[config.mk]
export PLATFORM = sky130hd
export DESIGN_NAME = lra_out_buf
export DESIGN_NICKNAME = d
export VERILOG_FILES = /design/src/design/lra_pkg.sv /design/src/design/lra_out_buf.sv
export SDC_FILE = /design/constraint.sdc
export NUM_CORES = 1
export LEC_CHECK = 0
export ABC_CLOCK_PERIOD_IN_PS = 29000
export BUFFER_PORTS_ARGS = -buffer_cell sky130_fd_sc_hd__buf_4
export CAP_MARGIN = 20
export CORE_ASPECT_RATIO = 0.8
export CORE_UTILIZATION = 45
export DETAILED_ROUTE_END_ITERATION = 10
export HOLD_SLACK_MARGIN = 0.15
export PLACE_DENSITY = 0.81
export SYNTH_ARGS = -nofsm -noshare
export SYNTH_HDL_FRONTEND = slang
export SYNTH_SLANG_ARGS = --single-unit
[constraint.sdc]
create_clock -name clk -period 29 [get_ports clk]
set_clock_uncertainty 0.15 [all_clocks]
set_input_delay 2.9 -clock clk [delete_from_list [all_inputs] [get_ports clk]]
set_output_delay 2.9 -clock clk [all_outputs]
set_load 0.02 [all_outputs]
[src/design/lra_pkg.sv]
// shared constants and types for the letterbox resize address core
`default_nettype none
package lra_pkg;

  // field and register widths
  localparam int COORD_W = 12;
  localparam int CFG_W   = 13;
  localparam int DIM_W   = 14;
  localparam int IDX_W   = 24;
  localparam int PAD_W   = 12;
  localparam int REG_W   = 2;

  // stream payload widths
  localparam int S_TDATA_W = 2 * COORD_W;
  localparam int M_TDATA_W = 2 * IDX_W + 2 * PAD_W;

  // pixel divider geometry: local coordinate times source size over target size
  localparam int DIV_NW = COORD_W + DIM_W;
  localparam int DIV_TW = 1 + IDX_W;

  localparam int MAX_DIM_DEFAULT = 4096;

  // register indexes
  localparam logic [REG_W-1:0] REG_SOURCE_WIDTH  = 2'd0;
  localparam logic [REG_W-1:0] REG_SOURCE_HEIGHT = 2'd1;
  localparam logic [REG_W-1:0] REG_TARGET_WIDTH  = 2'd2;
  localparam logic [REG_W-1:0] REG_TARGET_HEIGHT = 2'd3;

  // register reset values
  localparam logic [CFG_W-1:0] RST_SOURCE_WIDTH  = 13'd1280;
  localparam logic [CFG_W-1:0] RST_SOURCE_HEIGHT = 13'd720;
  localparam logic [CFG_W-1:0] RST_TARGET_WIDTH  = 13'd640;
  localparam logic [CFG_W-1:0] RST_TARGET_HEIGHT = 13'd640;

  // derived geometry handed from the setup unit to the pixel pipeline
  typedef struct packed {
    logic [DIM_W-1:0] src_w;
    logic [DIM_W-1:0] src_h;
    logic [DIM_W-1:0] tgt_w;
    logic [DIM_W-1:0] num;
    logic [DIM_W-1:0] den;
    logic [DIM_W-1:0] cont_w;
    logic [DIM_W-1:0] cont_h;
    logic [PAD_W-1:0] pad_l;
    logic [PAD_W-1:0] pad_t;
  } geom_t;

endpackage
`default_nettype wire

[src/design/lra_out_buf.sv]
// output register with one skid entry so the pipeline runs while a result waits
`default_nettype none
module lra_out_buf #(
  parameter int W = lra_pkg::M_TDATA_W + 1
) (
  input  wire logic         clk,
  input  wire logic         rst,
  input  wire logic         in_valid,
  input  wire logic [W-1:0] in_data,
  output logic              space,
  output logic              out_valid,
  input  wire logic         out_ready,
  output logic [W-1:0]      out_data
);

  logic         skid_valid;
  logic [W-1:0] skid_data;
  logic         take;

  assign take  = out_valid && out_ready;
  assign space = !skid_valid;

  always_ff @(posedge clk) begin
    if (rst) begin
      out_valid  <= 1'b0;
      skid_valid <= 1'b0;
    end else if (skid_valid) begin
      if (take) begin
        out_data   <= skid_data;
        skid_valid <= 1'b0;
      end
    end else if (in_valid) begin
      if (!out_valid || take) begin
        out_data  <= in_data;
        out_valid <= 1'b1;
      end else begin
        skid_data  <= in_data;
        skid_valid <= 1'b1;
      end
    end else if (take) begin
      out_valid <= 1'b0;
    end
  end

endmodule
`default_nettype wire

==> results.cfg <==
[grt]
grt_max_degree = 76
antenna_found_initial = 0
grt_usage = 0.155
grt_overflow = 0
grt_pass1_vias = 2804
grt_first_pass_wirelength_um = 14500

[floorplan]
coreArea_mm2 = 0.0117
io_pins = 152
rows = 35
start_util = 0.468
die_w_um = 125
die_h_um = 101
dieArea_mm2 = 0.0126

[pwr]
pwr-share-seq = 0.497
clock_power_share = 0.415
swShare = 0.209
leakagePower_nw = 2.71
p_sw_uw = 104
pwr-share-comb = 0.089
power_density_mw_per_mm2 = 68.2
intPower_uw = 395
ir_drop_v = 0.0000459

[synth]
synthesis.nets = 318
yosysWarnings = 0
synth-seq-area-share = 0.808
yosys.area.top_type = edfxtp_1
ys_seq_elements = 148
yosys.cell_types.count = 18
synth_top_area_frac = 0.801
synthTopCellsByArea = edfxtp_1 (80%), mux2_2 (12%), mux2_4 (4.7%), dfxtp_1 (0.73%), buf_2 (0.46%)
syn-cell-area_mm2 = 0.00548
synth.avg_cell_area_um2 = 22.7
synth_cells = 241

[sta]
setup_viol = 0
relSlewSlack = 0.294
setup_tns_ps = 0
hold_violations = 0
period_minus_slack_ps = 4270
fmax_mhz = 234
rsz0062_at_grt = no
min_period_over_period = 0.147
tightest_slew_ps = 1060
slew_viol_final = 0
timing.hold.ws_ps = 394

[worst_setup_path]
startpoint_type = primary input
cp.required_ps = 28870
crit_type = primary input to register
crit_arrival_ps = 4140
endpoint_kind = register
worst-path-max-fanout = 73

[min_path]
hold_class = register to register

[final_layout]
seqCellArea_mm2 = 0.00443
area_growth_pct = 33.7
finalNonFillerCells = 566
fillCellCount = 820
finalNetCount = 482
final_cell_mix = buf_4 (154), edfxtp_1 (146), mux2_2 (56)
drive_above_1_share = 0.620
final_common_cell = buf_4
diodes = 0
multi_input_area_um2 = 978

[routing]
dr.pass1.iters = 8
drc_errors = 11
wl_per_cell_um = 16.8
first_iter_violations = 185
ant_nets = 0
vias_per_cell = 4.89
wl_um = 9520
vias = 2768

[clocking]
clk_pin_slew_worst_paths_ps = 60
clk_latency_ps = 400
cts.sinks = 148
htreeDepth = 4
root_buffer = clkbuf_16
post-cts-setup-buffers = 0
hold_buffers = 0
post_cts_resized = 0
tritoncts = yes
cts_buffers = 17
clockBufferDepth = 2

[run_status]
violations = DRC
status = finished with violations

[place]
dp_hpwl_um = 6050
place_congestion = 0.726
dpl.cell_count = 534
port_buffers = 151

[run]
maxCapViolCount = 0
power by group through the flow:
stage	Sequential [mW]	Combinational (mW)	Clock (mW)
2_1_floorplan	0.260	0.0167	0
3_5_place_dp	0.252	0.0447	0
6_report	0.248	0.0442	0.207
4_1_cts	0.248	0.0448	0.212
5_1_grt	0.249	0.0469	0.219
3_3_place_gp	0.252	0.0434	0
worst max-delay path: stages:
cell and delay (ps):
buf_4 100, inv_1 60, a221oi_4 270, buf_4 760
cell type report:
type,instances,area share
clock buffers,19,0.0591
clock inverters,13,0.0183
inverters,2,0.00103
multi-input cells,82,0.134
flip-flops and latches,148,0.605
well taps,148,0.0253
repair buffers,154,0.158
registers in the layout, indices dropped and copies added, names as in the netlist:
register	count
out_data	73
skid_data	73
out_valid	1
skid_valid	1
routing by layer:
metal  global-route usage  vias up  wire [um]
li1                     -     1290          -
met1                0.181     1368       3900
met2                0.249      104       4720
met3               0.0695        6        816
met4               0.0722        0         85
met5                    0        -          0
cells by family (layout without fill, tap and decap cells):
logic type / after synthesis / count (layout) / share of synthesized area
mux: 73 / 73 / 0.162
buf+inv: 11 / 188 / 0.0165
flops: 148 / 148 / 0.808
simple gates: 5 / 5 / 0.00754
compound gates: 4 / 4 / 0.00617
final timing paths:
| kind | start | endpoint | slack, ps | cells past startpoint |
|---|---|---|---|---|
| worst min-delay path | skid_data[34] | out_data[34] | 390 | 1 |
| worst max register to register | out_valid | out_data[4] | 26800 | 3 |
| worst max-delay path | out_ready | out_data[4] | 24730 | 4 |
| worst min register to register | skid_data[34] | out_data[34] | 390 | 1 |
synthesized netlist by cell type, drive strengths merged:
| library cell | number |
|---|---|
| a211oi | 1 |
| inv | 2 |
| mux2 | 73 |
| a21oi | 1 |
| o22ai | 1 |
| nand2 | 1 |
| dfxtp | 2 |
| buf | 9 |
| nor2b | 1 |
| a221oi | 1 |
| edfxtp | 146 |
| nand2b | 2 |
| nor4b | 1 |
metrics by stage:
| stage | worst slack, ps | util | area [um^2] | power, mW |
|---|---|---|---|---|
| 2_1_floorplan | 17710 | - | 5480 | 0.277 |
| 3_3_place_gp | 24340 | 0.578 | 6760 | 0.296 |
| 3_5_place_dp | 24300 | 0.578 | 6760 | 0.297 |
| 4_1_cts | 24740 | 0.626 | 7320 | 0.505 |
| 5_1_grt | 24620 | 0.626 | 7320 | 0.515 |
| 6_report | 24730 | 0.626 | 7320 | 0.499 |
(Power assumes the default switching activity.)
