## src/design/lra_pkg.sv

```systemverilog
// shared constants and types for the letterbox resize address core
`default_nettype none
package lra_pkg;

  // field and register widths
  localparam int COORD_W = 12;
  localparam int CFG_W   = 13;
  localparam int DIM_W   = 14;
  localparam int IDX_W   = 24;
  localparam int PAD_W   = 12;
  localparam int REG_W   = 2;

  // stream payload widths
  localparam int S_TDATA_W = 2 * COORD_W;
  localparam int M_TDATA_W = 2 * IDX_W + 2 * PAD_W;

  // pixel divider geometry: local coordinate times source size over target size
  localparam int DIV_NW = COORD_W + DIM_W;
  localparam int DIV_TW = 1 + IDX_W;

  localparam int MAX_DIM_DEFAULT = 4096;

  // register indexes
  localparam logic [REG_W-1:0] REG_SOURCE_WIDTH  = 2'd0;
  localparam logic [REG_W-1:0] REG_SOURCE_HEIGHT = 2'd1;
  localparam logic [REG_W-1:0] REG_TARGET_WIDTH  = 2'd2;
  localparam logic [REG_W-1:0] REG_TARGET_HEIGHT = 2'd3;

  // register reset values
  localparam logic [CFG_W-1:0] RST_SOURCE_WIDTH  = 13'd1280;
  localparam logic [CFG_W-1:0] RST_SOURCE_HEIGHT = 13'd720;
  localparam logic [CFG_W-1:0] RST_TARGET_WIDTH  = 13'd640;
  localparam logic [CFG_W-1:0] RST_TARGET_HEIGHT = 13'd640;

  // derived geometry handed from the setup unit to the pixel pipeline
  typedef struct packed {
    logic [DIM_W-1:0] src_w;
    logic [DIM_W-1:0] src_h;
    logic [DIM_W-1:0] tgt_w;
    logic [DIM_W-1:0] num;
    logic [DIM_W-1:0] den;
    logic [DIM_W-1:0] cont_w;
    logic [DIM_W-1:0] cont_h;
    logic [PAD_W-1:0] pad_l;
    logic [PAD_W-1:0] pad_t;
  } geom_t;

endpackage
`default_nettype wire

```

## src/design/lra_setup.sv

```systemverilog
// configuration registers and sequential derivation of scale, content size and margins
`default_nettype none
module lra_setup #(
  parameter int MAX_DIM = lra_pkg::MAX_DIM_DEFAULT
) (
  input  wire logic                      clk,
  input  wire logic                      rst,
  input  wire logic                      cfg_we,
  input  wire logic [lra_pkg::REG_W-1:0] cfg_addr,
  input  wire logic [lra_pkg::CFG_W-1:0] cfg_data,
  output lra_pkg::geom_t                 geom,
  output logic                           busy
);

  localparam int DW  = lra_pkg::DIM_W;
  localparam int PW  = 2 * DW;
  localparam int DDW = 2 * DW + 1;
  localparam int KW  = $clog2(DW);

  typedef enum logic [2:0] {
    ST_IDLE, ST_PROD, ST_SCALE, ST_MULT, ST_DIV, ST_FIN
  } state_t;

  state_t state;

  logic [lra_pkg::CFG_W-1:0] src_w_reg, src_h_reg, tgt_w_reg, tgt_h_reg;
  logic [DW-1:0]  sw, sh, tw, th;
  logic [PW-1:0]  prod_a, prod_b;
  logic [DW-1:0]  num, den;
  logic [DDW-1:0] rem_w, rem_h;
  logic [DW:0]    dvs;
  logic [KW-1:0]  bit_idx;
  logic [DW-1:0]  quot_w, quot_h;
  logic [DW-1:0]  cont_w, cont_h;
  logic [lra_pkg::PAD_W-1:0] pad_l, pad_t;
  logic [DDW-1:0] trial;
  logic           ge_w, ge_h;
  logic           wl;

  // zero counts as one, oversize saturates at the maximum dimension
  function automatic logic [DW-1:0] eff(input logic [lra_pkg::CFG_W-1:0] v);
    logic [DW-1:0] r;
    if (v == '0) begin
      r = DW'(1);
    end else if (DW'(v) > DW'(MAX_DIM)) begin
      r = DW'(MAX_DIM);
    end else begin
      r = DW'(v);
    end
    return r;
  endfunction

  assign sw = eff(src_w_reg);
  assign sh = eff(src_h_reg);
  assign tw = eff(tgt_w_reg);
  assign th = eff(tgt_h_reg);

  assign wl    = (prod_a <= prod_b);
  assign trial = DDW'(dvs) << bit_idx;
  assign ge_w  = (rem_w >= trial);
  assign ge_h  = (rem_h >= trial);

  always_ff @(posedge clk) begin
    if (rst) begin
      state     <= ST_PROD;
      src_w_reg <= lra_pkg::RST_SOURCE_WIDTH;
      src_h_reg <= lra_pkg::RST_SOURCE_HEIGHT;
      tgt_w_reg <= lra_pkg::RST_TARGET_WIDTH;
      tgt_h_reg <= lra_pkg::RST_TARGET_HEIGHT;
    end else if (cfg_we) begin
      unique case (cfg_addr)
        lra_pkg::REG_SOURCE_WIDTH:  src_w_reg <= cfg_data;
        lra_pkg::REG_SOURCE_HEIGHT: src_h_reg <= cfg_data;
        lra_pkg::REG_TARGET_WIDTH:  tgt_w_reg <= cfg_data;
        lra_pkg::REG_TARGET_HEIGHT: tgt_h_reg <= cfg_data;
      endcase
      state <= ST_PROD;
    end else begin
      unique case (state)
        ST_IDLE: begin
        end
        // cross products decide which axis limits the scale
        ST_PROD: begin
          prod_a <= PW'(tw) * PW'(sh);
          prod_b <= PW'(th) * PW'(sw);
          state  <= ST_SCALE;
        end
        ST_SCALE: begin
          num   <= wl ? tw : th;
          den   <= wl ? sw : sh;
          state <= ST_MULT;
        end
        // rounded scaled size: (2 * size * num + den) / (2 * den)
        ST_MULT: begin
          rem_w   <= ((DDW'(sw) * DDW'(num)) << 1) + DDW'(den);
          rem_h   <= ((DDW'(sh) * DDW'(num)) << 1) + DDW'(den);
          dvs     <= {den, 1'b0};
          quot_w  <= '0;
          quot_h  <= '0;
          bit_idx <= KW'(DW - 1);
          state   <= ST_DIV;
        end
        // one quotient bit per cycle for both axes
        ST_DIV: begin
          if (ge_w) begin
            rem_w <= rem_w - trial;
          end
          if (ge_h) begin
            rem_h <= rem_h - trial;
          end
          quot_w[bit_idx] <= ge_w;
          quot_h[bit_idx] <= ge_h;
          if (bit_idx == '0) begin
            state <= ST_FIN;
          end else begin
            bit_idx <= bit_idx - KW'(1);
          end
        end
        // margins use the size before a zero content is raised to one
        ST_FIN: begin
          pad_l  <= (quot_w < tw) ? lra_pkg::PAD_W'((tw - quot_w) >> 1) : '0;
          pad_t  <= (quot_h < th) ? lra_pkg::PAD_W'((th - quot_h) >> 1) : '0;
          cont_w <= (quot_w == '0) ? DW'(1) : quot_w;
          cont_h <= (quot_h == '0) ? DW'(1) : quot_h;
          state  <= ST_IDLE;
        end
        default: state <= ST_IDLE;
      endcase
    end
  end

  assign busy = (state != ST_IDLE);

  always_comb begin
    geom.src_w  = sw;
    geom.src_h  = sh;
    geom.tgt_w  = tw;
    geom.num    = num;
    geom.den    = den;
    geom.cont_w = cont_w;
    geom.cont_h = cont_h;
    geom.pad_l  = pad_l;
    geom.pad_t  = pad_t;
  end

endmodule
`default_nettype wire

```

## config.mk

```make
export PLATFORM = sky130hd
export DESIGN_NAME = lra_setup
export DESIGN_NICKNAME = d
export VERILOG_FILES = /design/src/design/lra_pkg.sv /design/src/design/lra_setup.sv
export SDC_FILE = /design/constraint.sdc
export NUM_CORES = 2
export LEC_CHECK = 0
export CAP_MARGIN = 20
export CORE_MARGIN = 2
export CORE_UTILIZATION = 60
export CTS_BUF_LIST = sky130_fd_sc_hd__clkbuf_8 sky130_fd_sc_hd__clkbuf_16
export CTS_CLUSTER_SIZE = 28
export DETAILED_ROUTE_END_ITERATION = 7
export DONT_BUFFER_PORTS = 1
export GPL_ROUTABILITY_DRIVEN = 0
export PLACE_DENSITY = 0.81
export SYNTH_ARGS = -nofsm -noshare
export SYNTH_HDL_FRONTEND = slang
export SYNTH_SLANG_ARGS = --single-unit
export TNS_END_PERCENT = 10
```

## constraint.sdc

```tcl
create_clock -name clk -period 16.5 [get_ports clk]
set_input_delay 2.475 -clock clk [delete_from_list [all_inputs] [get_ports clk]]
set_output_delay 2.475 -clock clk [all_outputs]
set_load 0.005 [all_outputs]
```

==> metrics.txt <==
VDD IR max=0.0628 mV; First DRT Iteration DRCs=2938; Die Footprint=71100 um^2; Placed Area=42100 um^2; Synth Instances=4606; worst skew pair latency=560 ps; most frequent cells in the layout=716 x inv_1, 653 x nand2_1, 495 x ha_1; Post-synth EDFFs=237; die height=267 um; DR WL/cell=20.7 um; CTS tree=built; Setup-failing EPs final=0; r2r startpoint=src_w_reg[12]$_SDFFE_PP0P_; Synth Flop Type=edfxtp_1; # H-tree levels=2; final setup TNS=0 ps; ys async rst share=0%; leading registers by flop count=rem_h (29), rem_w (29); CTS Buf Count=37; Critical Path Start Type=flop; Reg2Reg Setup Slack=7720 ps; global-route wire length before repair=178000 um; Detailed Routing Iterations Pass 1=6; post_cts resized=0; CP endpoint=rem_w[27]$_DFFE_PP_; RR Endpoint=rem_w[27]$_DFFE_PP_; area grow syn2layout=4.83%; I/O Buffers=0; Min Clock Period, post-route=8780 ps; Crit Path Max Fanout=23; # rows=96; layout cells sized above 1=4.79%; Via density=6.02; design area=43400 um^2; GRT Resource Usage Total=32.1%; Hold Path Stages=2; Post-DP HPWL=87500 um; crit path kind=reg -> reg; Worst Hold Class=reg -> reg; Critical Path Sink Type=flop; Filler cells=5458; Longest Clk Path Bufs=3; Netlist cell types=109; WP depth=32; Yosys top cell by area=fa_1; CP top delay family=adder cells; Seq/Total Area, Yosys=19.9%; period utilization=53.2%; FF-to-FF path depth=32; routed vias=32600; highest clock rate=114 MHz; crit path buf inv count=10; slew margin rel.=24.7%; nets=5500; DR DRC count=0; Post-CTS Repair Setup Buffers=0; final hold vios=0; clock sinks=292; Avg Cell Area, Syn=8.98 um^2; Worst Slack Setup Final=7720 ps; synth warn=0; power per cell area=56.6 nW/um^2; initial antenna violation count=3; skew final=22.7 ps; Starting Density=60.4%; chip width=267 um; Largest stage delay, worst path=550 ps; vias in the first global route=33000; clock slew at reported path FFs=60 ps; MaxCap Viol Count=0; io pins=141; hold buffer count at CTS=0; count of pins over their slew limit=0; top post-synthesis cells by area=fa_1 24%, edfxtp_1 17%, ha_1 15%, inv_1 6.5%, nand2_1 5.9%; core footprint=68500 um^2; netlist area before placement=41400 um^2; Worst-Margin Slew=1130 ps; pin count of the biggest net entering global routing=97; Place WS=7760 ps; Worst EP required=16780 ps; CP arrival=9050 ps; most common cell after layout, fill and taps aside=inv_1; critical path's slowest cell=clkinv_1; final wirelength=112000 um; Final ANT Viol Nets=0; RSZ-0062 raised after global routing=no; Leakage Power=0.0210 uW; Root Driver=clkbuf_16; count of state elements after synthesis=292; most frequent CP cell=inv_1; post-synth top area share=23.7%; status=finished, final reports clean; crit path from=src_w_reg[12]$_SDFFE_PP0P_; global route overflow=0
[cells by family after synthesis]
logic type                 count (synthesis)  share of synthesized area, %
and+or+nand+nor                         1478                          16.8
adders and majority gates                984                          38.6
buffers and inverters                    922                          8.54
AOI/OAI and AO/OA                        697                          10.8
DFF                                      292                          19.9
xor gates and xnor gates                 177                          3.87
muxes                                     55                          1.49
other                                      1                       0.00907
[worst reg2reg max path, delay by kind of cell, from the launching register on]
| kind | cells | cell delay, ps |
|---|---|---|
| xor gates and xnor gates | 2 | 310 |
| and+or+nand+nor | 7 | 1930 |
| adders and majority gates | 8 | 3610 |
| AOI/OAI and AO/OA | 4 | 560 |
| DFF | 1 | 310 |
| buffers and inverters | 10 | 1690 |
| muxes | 1 | 90 |
[area by class of cell]
cell class | instances | area (um^2) | area share (%)
antenna | 5 | 12.5 | 0.0289
clock buffer | 41 | 1000 | 2.31
clock inverter | 26 | 251 | 0.580
inverter | 718 | 2700 | 6.22
multi-input combinational | 3396 | 29700 | 68.4
sequential | 292 | 8220 | 19.0
tap | 882 | 1100 | 2.54
timing repair buffer | 53 | 398 | 0.918
[cells in the mapped netlist, drive strengths merged, types with 5 or more instances]
| master | count |
|---|---|
| a2111oi | 6 |
| a211o | 6 |
| a211oi | 24 |
| a21boi | 12 |
| a21o | 75 |
| a21oi | 247 |
| a31o | 7 |
| a31oi | 20 |
| a41o | 5 |
| a41oi | 6 |
| and2 | 215 |
| and3 | 17 |
| and4 | 5 |
| buf | 29 |
| clkbuf | 175 |
| clkinv | 6 |
| dfxtp | 55 |
| edfxtp | 237 |
| fa | 489 |
| ha | 495 |
| inv | 712 |
| mux2 | 11 |
| mux2i | 40 |
| nand2 | 654 |
| nand2b | 35 |
| nand3 | 59 |
| nand3b | 15 |
| nand4 | 21 |
| nor2 | 284 |
| nor2b | 38 |
| nor3 | 58 |
| nor4 | 26 |
| o2111ai | 8 |
| o211ai | 17 |
| o21a | 31 |
| o21ai | 165 |
| o21bai | 20 |
| o31ai | 12 |
| or2 | 12 |
| or3 | 16 |
| or4 | 5 |
| xnor2 | 111 |
| xor2 | 66 |
[through the flow]
stage / cells / hold slack (ps) / utilization [%] / total power, uW
2_1_floorplan: 4610 / 436 / - / 1430
3_3_place_gp: 5341 / 436 / 61.5 / 1580
3_5_place_dp: 5341 / 443 / 61.5 / 1600
4_1_cts: 5408 / 450 / 63.3 / 2440
5_1_grt: 5408 / 467 / 63.3 / 2570
6_report: 5413 / 454 / 63.3 / 2450
[metal layers]
metal  part of all wire, %  GRT usage (%)  wire, um
met5                     0              0         0
met4                   5.5           15.7      6140
met3                    11           7.69     12400
met2                    45           51.9     51000
met1                    38           40.4     42500
[report_power, final]
part	internal (uW)	total, uW	switching (uW)
logic	291	760	469
registers	832	844	12.5
clock network	504	850	347
total	1630	2450	828
[worst min path at each step]
| stage | startpoint | to |
|---|---|---|
| 2_1_floorplan | src_h_reg[0]$_SDFFE_PP0P_ | src_h_reg[0]$_SDFFE_PP0P_ |
| 3_3_place_gp | tgt_w_reg[0]$_SDFFE_PP0P_ | tgt_w_reg[0]$_SDFFE_PP0P_ |
| 3_5_place_dp | tgt_w_reg[0]$_SDFFE_PP0P_ | tgt_w_reg[0]$_SDFFE_PP0P_ |
| 4_1_cts | tgt_w_reg[0]$_SDFFE_PP0P_ | tgt_w_reg[0]$_SDFFE_PP0P_ |
| 5_1_grt | src_h_reg[0]$_SDFFE_PP0P_ | src_h_reg[0]$_SDFFE_PP0P_ |
| 6_report | tgt_w_reg[0]$_SDFFE_PP0P_ | tgt_w_reg[0]$_SDFFE_PP0P_ |
(Power assumes the default switching activity.)
