## src/design/lra_pkg.sv

```systemverilog
// shared constants and types for the letterbox resize address core
`default_nettype none
package lra_pkg;

  // field and register widths
  localparam int COORD_W = 12;
  localparam int CFG_W   = 13;
  localparam int DIM_W   = 14;
  localparam int IDX_W   = 24;
  localparam int PAD_W   = 12;
  localparam int REG_W   = 2;

  // stream payload widths
  localparam int S_TDATA_W = 2 * COORD_W;
  localparam int M_TDATA_W = 2 * IDX_W + 2 * PAD_W;

  // pixel divider geometry: local coordinate times source size over target size
  localparam int DIV_NW = COORD_W + DIM_W;
  localparam int DIV_TW = 1 + IDX_W;

  localparam int MAX_DIM_DEFAULT = 4096;

  // register indexes
  localparam logic [REG_W-1:0] REG_SOURCE_WIDTH  = 2'd0;
  localparam logic [REG_W-1:0] REG_SOURCE_HEIGHT = 2'd1;
  localparam logic [REG_W-1:0] REG_TARGET_WIDTH  = 2'd2;
  localparam logic [REG_W-1:0] REG_TARGET_HEIGHT = 2'd3;

  // register reset values
  localparam logic [CFG_W-1:0] RST_SOURCE_WIDTH  = 13'd1280;
  localparam logic [CFG_W-1:0] RST_SOURCE_HEIGHT = 13'd720;
  localparam logic [CFG_W-1:0] RST_TARGET_WIDTH  = 13'd640;
  localparam logic [CFG_W-1:0] RST_TARGET_HEIGHT = 13'd640;

  // derived geometry handed from the setup unit to the pixel pipeline
  typedef struct packed {
    logic [DIM_W-1:0] src_w;
    logic [DIM_W-1:0] src_h;
    logic [DIM_W-1:0] tgt_w;
    logic [DIM_W-1:0] num;
    logic [DIM_W-1:0] den;
    logic [DIM_W-1:0] cont_w;
    logic [DIM_W-1:0] cont_h;
    logic [PAD_W-1:0] pad_l;
    logic [PAD_W-1:0] pad_t;
  } geom_t;

endpackage
`default_nettype wire

```

## src/design/lra_div_pipe.sv

```systemverilog
// pipelined restoring divider, one quotient bit per stage, saturation flag on overflow
`default_nettype none
module lra_div_pipe #(
  parameter int LANES = 2,
  parameter int NW    = lra_pkg::DIV_NW,
  parameter int DW    = lra_pkg::DIM_W,
  parameter int QW    = lra_pkg::DIM_W,
  parameter int TW    = lra_pkg::DIV_TW
) (
  input  wire logic          clk,
  input  wire logic          rst,
  input  wire logic          en,
  input  wire logic          in_valid,
  input  wire logic [NW-1:0] in_num [LANES],
  input  wire logic [DW-1:0] divisor,
  input  wire logic [TW-1:0] in_tag,
  output logic               out_valid,
  output logic [QW-1:0]      out_quot [LANES],
  output logic               out_sat [LANES],
  output logic [TW-1:0]      out_tag
);

  localparam int CW = ((NW > DW + QW) ? NW : DW + QW) + 1;

  logic          valid [QW+1];
  logic [NW-1:0] rem   [QW][LANES];
  logic [QW-1:0] quot  [QW+1][LANES];
  logic          sat   [QW+1][LANES];
  logic [TW-1:0] tag   [QW+1];

  // entry stage: flag a quotient that would not fit, so the caller clamps
  always_ff @(posedge clk) begin
    if (rst) begin
      valid[0] <= 1'b0;
    end else if (en) begin
      valid[0] <= in_valid;
    end
  end

  always_ff @(posedge clk) begin
    if (en) begin
      tag[0] <= in_tag;
    end
  end

  for (genvar l = 0; l < LANES; l++) begin : g_entry
    always_ff @(posedge clk) begin
      if (en) begin
        rem[0][l]  <= in_num[l];
        quot[0][l] <= '0;
        sat[0][l]  <= (CW'(in_num[l]) >= (CW'(divisor) << QW));
      end
    end
  end

  for (genvar j = 1; j <= QW; j++) begin : g_stage
    localparam int B = QW - j;
    logic [CW-1:0] trial;

    assign trial = CW'(divisor) << B;

    always_ff @(posedge clk) begin
      if (rst) begin
        valid[j] <= 1'b0;
      end else if (en) begin
        valid[j] <= valid[j-1];
      end
    end

    always_ff @(posedge clk) begin
      if (en) begin
        tag[j] <= tag[j-1];
      end
    end

    for (genvar l = 0; l < LANES; l++) begin : g_lane
      logic          ge;
      logic [QW-1:0] q_next;

      assign ge = (CW'(rem[j-1][l]) >= trial);

      always_comb begin
        q_next    = quot[j-1][l];
        q_next[B] = ge;
      end

      always_ff @(posedge clk) begin
        if (en) begin
          quot[j][l] <= q_next;
          sat[j][l]  <= sat[j-1][l];
        end
      end

      if (j < QW) begin : g_rem
        always_ff @(posedge clk) begin
          if (en) begin
            rem[j][l] <= ge ? NW'(CW'(rem[j-1][l]) - trial) : rem[j-1][l];
          end
        end
      end
    end
  end

  assign out_valid = valid[QW];
  assign out_tag   = tag[QW];

  for (genvar l = 0; l < LANES; l++) begin : g_out
    assign out_quot[l] = quot[QW][l];
    assign out_sat[l]  = sat[QW][l];
  end

endmodule
`default_nettype wire

```

## config.mk

```make
export PLATFORM = sky130hd
export DESIGN_NAME = lra_div_pipe
export DESIGN_NICKNAME = d
export VERILOG_FILES = /design/src/design/lra_pkg.sv /design/src/design/lra_div_pipe.sv
export SDC_FILE = /design/constraint.sdc
export NUM_CORES = 2
export LEC_CHECK = 0
export BUFFER_PORTS_ARGS = -buffer_cell sky130_fd_sc_hd__buf_2
export CAP_MARGIN = 20
export CORE_UTILIZATION = 30
export CTS_CLUSTER_SIZE = 14
export DETAILED_ROUTE_END_ITERATION = 10
export GPL_ROUTABILITY_DRIVEN = 0
export SYNTH_ARGS = -nofsm -noshare
export SYNTH_HDL_FRONTEND = slang
export SYNTH_SLANG_ARGS = --single-unit
```

## constraint.sdc

```tcl
create_clock -name clk -period 10.4 [get_ports clk]
set_input_delay 1.04 -clock clk [delete_from_list [all_inputs] [get_ports clk]]
set_output_delay 1.04 -clock clk [all_outputs]
set_load 0.005 [all_outputs]
```

==> metrics.txt <==
# TYPE chip_impl_metric gauge
chip_impl_metric{name="r2r_slack",unit="ns"} 6.67
chip_impl_metric{name="routed_wirelength",unit="µm"} 131000
chip_impl_metric{name="row_count",unit=""} 172
chip_impl_metric{name="post-route-drc-count",unit=""} 0
chip_impl_metric{name="grt_pass1_vias",unit=""} 40000
chip_impl_metric{name="placement.io_buffers",unit=""} 150
chip_impl_metric{name="post_cts_hold_buffer_count",unit=""} 0
chip_impl_metric{name="top_level_ports",unit=""} 151
chip_impl_metric{name="post-place-cells",unit=""} 8079
chip_impl_metric{name="setup-tns-final",unit="ns"} 0
chip_impl_metric{name="critical_path.max_stage_delay",unit="ns"} 0.84
chip_impl_info{name="synth_flop_cell",value="sky130_fd_sc_hd__edfxtp_1"} 1
chip_impl_metric{name="layout-area-overhead-vs-synth",unit="%"} 14.6
chip_impl_metric{name="ys_warn_count",unit=""} 0
chip_impl_metric{name="worst-r2r-cell-count",unit=""} 10
chip_impl_metric{name="achievable-frequency",unit="GHz"} 0.218
chip_impl_metric{name="normalized_max_slew_margin",unit="%"} 26.6
chip_impl_metric{name="report.power.total",unit="mW"} 18.8
chip_impl_metric{name="final.hold.worst_slack",unit="ns"} 0.396
chip_impl_metric{name="synth_largest_type_area_fraction",unit="%"} 61.3
chip_impl_metric{name="grt_max_degree",unit=""} 161
chip_impl_metric{name="cts_buffers",unit=""} 158
chip_impl_metric{name="period_needed",unit="ns"} 4.59
chip_impl_metric{name="worst_path_clk_slew",unit="ns"} 0.06
chip_impl_metric{name="max-vdd-ir-drop",unit="V"} 0.000150
chip_impl_info{name="run_status",value="complete, no violations"} 1
chip_impl_metric{name="min_period_over_period",unit="%"} 44.1
chip_impl_metric{name="pre_cts_slack",unit="ns"} 4.99
chip_impl_metric{name="cts-resized-gates",unit=""} 0
chip_impl_metric{name="gr_overflow_total",unit=""} 0
chip_impl_metric{name="post-cts-setup-buffer-count",unit=""} 0
chip_impl_info{name="timing.rr.start",value="rem[1][158]"} 1
chip_impl_metric{name="num-nets-final",unit=""} 5820
chip_impl_metric{name="place_hpwl",unit="µm"} 89300
chip_impl_metric{name="synth_cells",unit=""} 5012
chip_impl_metric{name="grt_util_all_layers",unit="%"} 11.4
chip_impl_metric{name="cellPowerDensity",unit="nW/µm²"} 246
chip_impl_metric{name="post_synth_num_cell_types",unit=""} 99
chip_impl_metric{name="critical_path.max_fanout",unit=""} 31
chip_impl_metric{name="required",unit="ns"} 10.95
chip_impl_metric{name="wl_met1",unit="µm"} 62000
chip_impl_metric{name="finalSetupViolations",unit=""} 0
chip_impl_metric{name="layout-drive-gt1-share",unit="%"} 11.5
chip_impl_metric{name="drt.antenna.violating_nets",unit=""} 0
chip_impl_metric{name="met3RoutedLength",unit="µm"} 5720
chip_impl_metric{name="fin_worst_skew",unit="ns"} 0.0406
chip_impl_metric{name="final-instance-count-excl-fill",unit=""} 8369
chip_impl_info{name="worst_r2r_endpoint",value="rem[1][222]"} 1
chip_impl_metric{name="dr_wl_met2",unit="µm"} 58400
chip_impl_metric{name="synth_nets",unit=""} 5547
chip_impl_metric{name="path_buf_inv",unit=""} 3
chip_impl_metric{name="drt_iter0_markers",unit=""} 2810
chip_impl_info{name="critical_path.slowest_cell",value="sky130_fd_sc_hd__o31a_1"} 1
chip_impl_metric{name="detail_route.wl_per_cell",unit="µm"} 15.7
chip_impl_metric{name="worstMarginPinSlew",unit="ns"} 1.10
chip_impl_metric{name="leakage",unit="nW"} 27.1
chip_impl_info{name="critical-path-top-delay-family",value="compound AO/OA/AOI/OAI gates"} 1
chip_impl_metric{name="route.detailed.vias_per_inst",unit=""} 4.79
chip_impl_metric{name="yosysSeqAreaShare",unit="%"} 61.3
chip_impl_metric{name="floorplan.initialDensity",unit="%"} 30.2
chip_impl_metric{name="cts_num_sinks",unit=""} 1358
chip_impl_info{name="synth_area_leaders",value="sky130_fd_sc_hd__edfxtp_1 61%, sky130_fd_sc_hd__ha_1 7.8%, sky130_fd_sc_hd__xnor2_1 2.8%"} 1
chip_impl_metric{name="dr.pass1.iters",unit=""} 6
chip_impl_metric{name="cp_data_arrival_time",unit="ns"} 5.14
chip_impl_metric{name="core_region_area",unit="µm²"} 220000
chip_impl_metric{name="worst_hold_path.num_cells",unit=""} 0
chip_impl_info{name="dr.max_layer_used",value="met4"} 1
chip_impl_metric{name="synthesis.area_per_instance",unit="µm²"} 13.3
chip_impl_metric{name="die_width",unit="µm"} 473
chip_impl_metric{name="initial_antenna_violation_count",unit=""} 2
chip_impl_metric{name="synth-edff-count",unit=""} 1358
chip_impl_metric{name="ys_async_sr_fraction",unit="%"} 0
chip_impl_info{name="critical_path_class",value="input pin to flip-flop"} 1
chip_impl_metric{name="timing.final.ws_setup",unit="ns"} 5.81
chip_impl_metric{name="clk-insertion-delay-late",unit="ns"} 0.80
chip_impl_metric{name="cts.path.max_buffers",unit=""} 3
chip_impl_metric{name="postSynthRegisterBits",unit=""} 1358
chip_impl_metric{name="max-cap-violations",unit=""} 0
chip_impl_info{name="endpoint_kind",value="flip-flop"} 1
chip_impl_metric{name="final.fill_count",unit=""} 21100
chip_impl_info{name="cts-root-buf",value="sky130_fd_sc_hd__clkbuf_16"} 1
chip_impl_info{name="yosys.area.top_type",value="sky130_fd_sc_hd__edfxtp_1"} 1
chip_impl_metric{name="vias",unit=""} 40100
chip_impl_metric{name="fp.dieH",unit="µm"} 473
chip_impl_info{name="unrepaired_setup_endpoints_after_global_routing",value="false"} 1
chip_impl_info{name="worst_hold_path_type",value="flip-flop to flip-flop"} 1
chip_impl_metric{name="synth.cell_area",unit="µm²"} 66500
chip_impl_metric{name="fp.dieArea",unit="µm²"} 224000
chip_impl_metric{name="hold_viol",unit=""} 0
chip_impl_info{name="clock_tree_from_tritoncts",value="yes"} 1
chip_impl_metric{name="clock_tree.htree_level_count",unit=""} 4
chip_impl_metric{name="slew_viol_final",unit=""} 0
chip_impl_info{name="hold_path.startpoint",value="quot[0][152]"} 1
chip_impl_info{name="timing.hold.worst_endpoint",value="quot[0][180]"} 1
chip_impl_info{name="path_cells",value="buf_2 -> inv_2 -> buf_4 -> ha_1 -> nor2b_1 -> o31ai_1 -> a21boi_0 -> o21ai_0 -> o31a_1 -> mux2_2"} 1
chip_impl_metric{name="grt_first_pass_wirelength",unit="µm"} 208000
chip_impl_info{name="crit_path_start_kind",value="input pin"} 1
-- Yosys cell counts (all sizes together), types with 32 or more instances --
master,instances
nor4b,32
edfxtp,1358
o21a,77
nor2,301
xnor2,216
nand2,309
a21o,119
xor2,153
nor4,61
nor3,91
mux2,133
a31oi,45
nand3,76
nor2b,62
clkbuf,51
a21oi,297
nand2b,51
nand4,60
a211oi,58
o31ai,34
o21ai,325
ha,414
buf,33
o211ai,33
inv,167
-- cell usage in the layout (no fill, tap or decap), types with 42 or more instances in the layout --
cell type / synthesis / layout
sky130_fd_sc_hd__nor2b_1: 62 / 61
sky130_fd_sc_hd__a21oi_1: 295 / 294
sky130_fd_sc_hd__nor4_1: 57 / 57
sky130_fd_sc_hd__edfxtp_1: 1358 / 1358
sky130_fd_sc_hd__nand2_1: 308 / 308
sky130_fd_sc_hd__a21o_1: 119 / 119
sky130_fd_sc_hd__buf_2: 27 / 149
sky130_fd_sc_hd__ha_1: 414 / 414
sky130_fd_sc_hd__o21ai_0: 316 / 316
sky130_fd_sc_hd__mux2_2: 106 / 106
sky130_fd_sc_hd__inv_1: 163 / 151
sky130_fd_sc_hd__nand2b_1: 51 / 51
sky130_fd_sc_hd__nor2_1: 301 / 301
sky130_fd_sc_hd__nor3_1: 90 / 90
sky130_fd_sc_hd__xnor2_1: 216 / 216
sky130_fd_sc_hd__a211oi_1: 52 / 52
sky130_fd_sc_hd__xor2_1: 153 / 153
sky130_fd_sc_hd__nand4_1: 60 / 60
sky130_fd_sc_hd__a31oi_1: 43 / 42
sky130_fd_sc_hd__clkbuf_16: 0 / 158
sky130_fd_sc_hd__o21a_1: 77 / 77
sky130_fd_sc_hd__nand3_1: 74 / 74
-- worst max path at each step --
stage	slack, ns	depth (start not counted)	end	startpoint
2_1_floorplan	5.70	10	rem[1][63]	divisor[1]
3_3_place_gp	5.04	10	rem[0][398]	divisor[1]
3_5_place_dp	4.99	10	rem[0][398]	divisor[1]
4_1_cts	5.89	10	rem[0][398]	divisor[1]
5_1_grt	5.57	10	rem[0][398]	divisor[1]
6_report	5.81	10	rem[0][398]	divisor[1]
-- sequential cells by signal, indices dropped and copies added (netlist names) --
| register | count |
|---|---|
| rem | 728 |
| valid | 15 |
| quot | 210 |
| sat | 30 |
| tag | 375 |
-- where the power goes --
part / switching (mW) / leakage [nW] / internal (mW) / total (mW)
Sequential: 0.569 / 13.1 / 7.40 / 7.97
Clock: 2.28 / 2.48 / 3.21 / 5.49
Combinational: 2.93 / 11.5 / 2.40 / 5.33
-- routing by layer --
layer  GRT usage [%]  up-vias
li1                -    19900
met1            15.2    19000
met2            18.2      878
met3            2.22      296
met4            4.90        0
met5               0        -
-- metrics by stage --
| step | instance area, µm² | util (%) |
|---|---|---|
| after floorplan | 66500 | - |
| after global placement | 71000 | 32.3 |
| after detailed placement | 71000 | 32.3 |
| after CTS | 76200 | 34.7 |
| after global routing | 76300 | 34.7 |
| final | 76300 | 34.7 |
-- layout make-up --
cell class,instances,area [µm²],share of cell area (%)
Clock buffer,181,4040,5.30
Sequential cell,1358,40800,53.5
Tap cell,2958,3700,4.85
Inverter,167,627,0.822
Clock inverter,104,1160,1.52
Antenna cell,1,2.50,0.00328
Timing Repair Buffer,197,1190,1.56
Multi-Input combinational cell,3403,24800,32.5
-- cells by family after synthesis --
group           share of synthesized area [%]
compound gates                           11.6
xor+xnor                                 4.86
fa+ha+maj                                8.57
buf+inv                                  1.50
flops                                    61.3
mux                                      2.63
simple gates                             9.59
-- worst register-to-register path: stages, from the launching register on --
cell	delay (ns)
sky130_fd_sc_hd__edfxtp_1	0.39
sky130_fd_sc_hd__inv_1	0.07
sky130_fd_sc_hd__ha_1	0.16
sky130_fd_sc_hd__inv_1	0.06
sky130_fd_sc_hd__fa_1	0.39
sky130_fd_sc_hd__a21o_1	0.19
sky130_fd_sc_hd__a21o_1	0.22
sky130_fd_sc_hd__a21o_1	0.21
sky130_fd_sc_hd__a221oi_1	0.53
sky130_fd_sc_hd__and3_1	0.83
sky130_fd_sc_hd__mux2_2	0.43
Power figures use the tool's default switching activity.
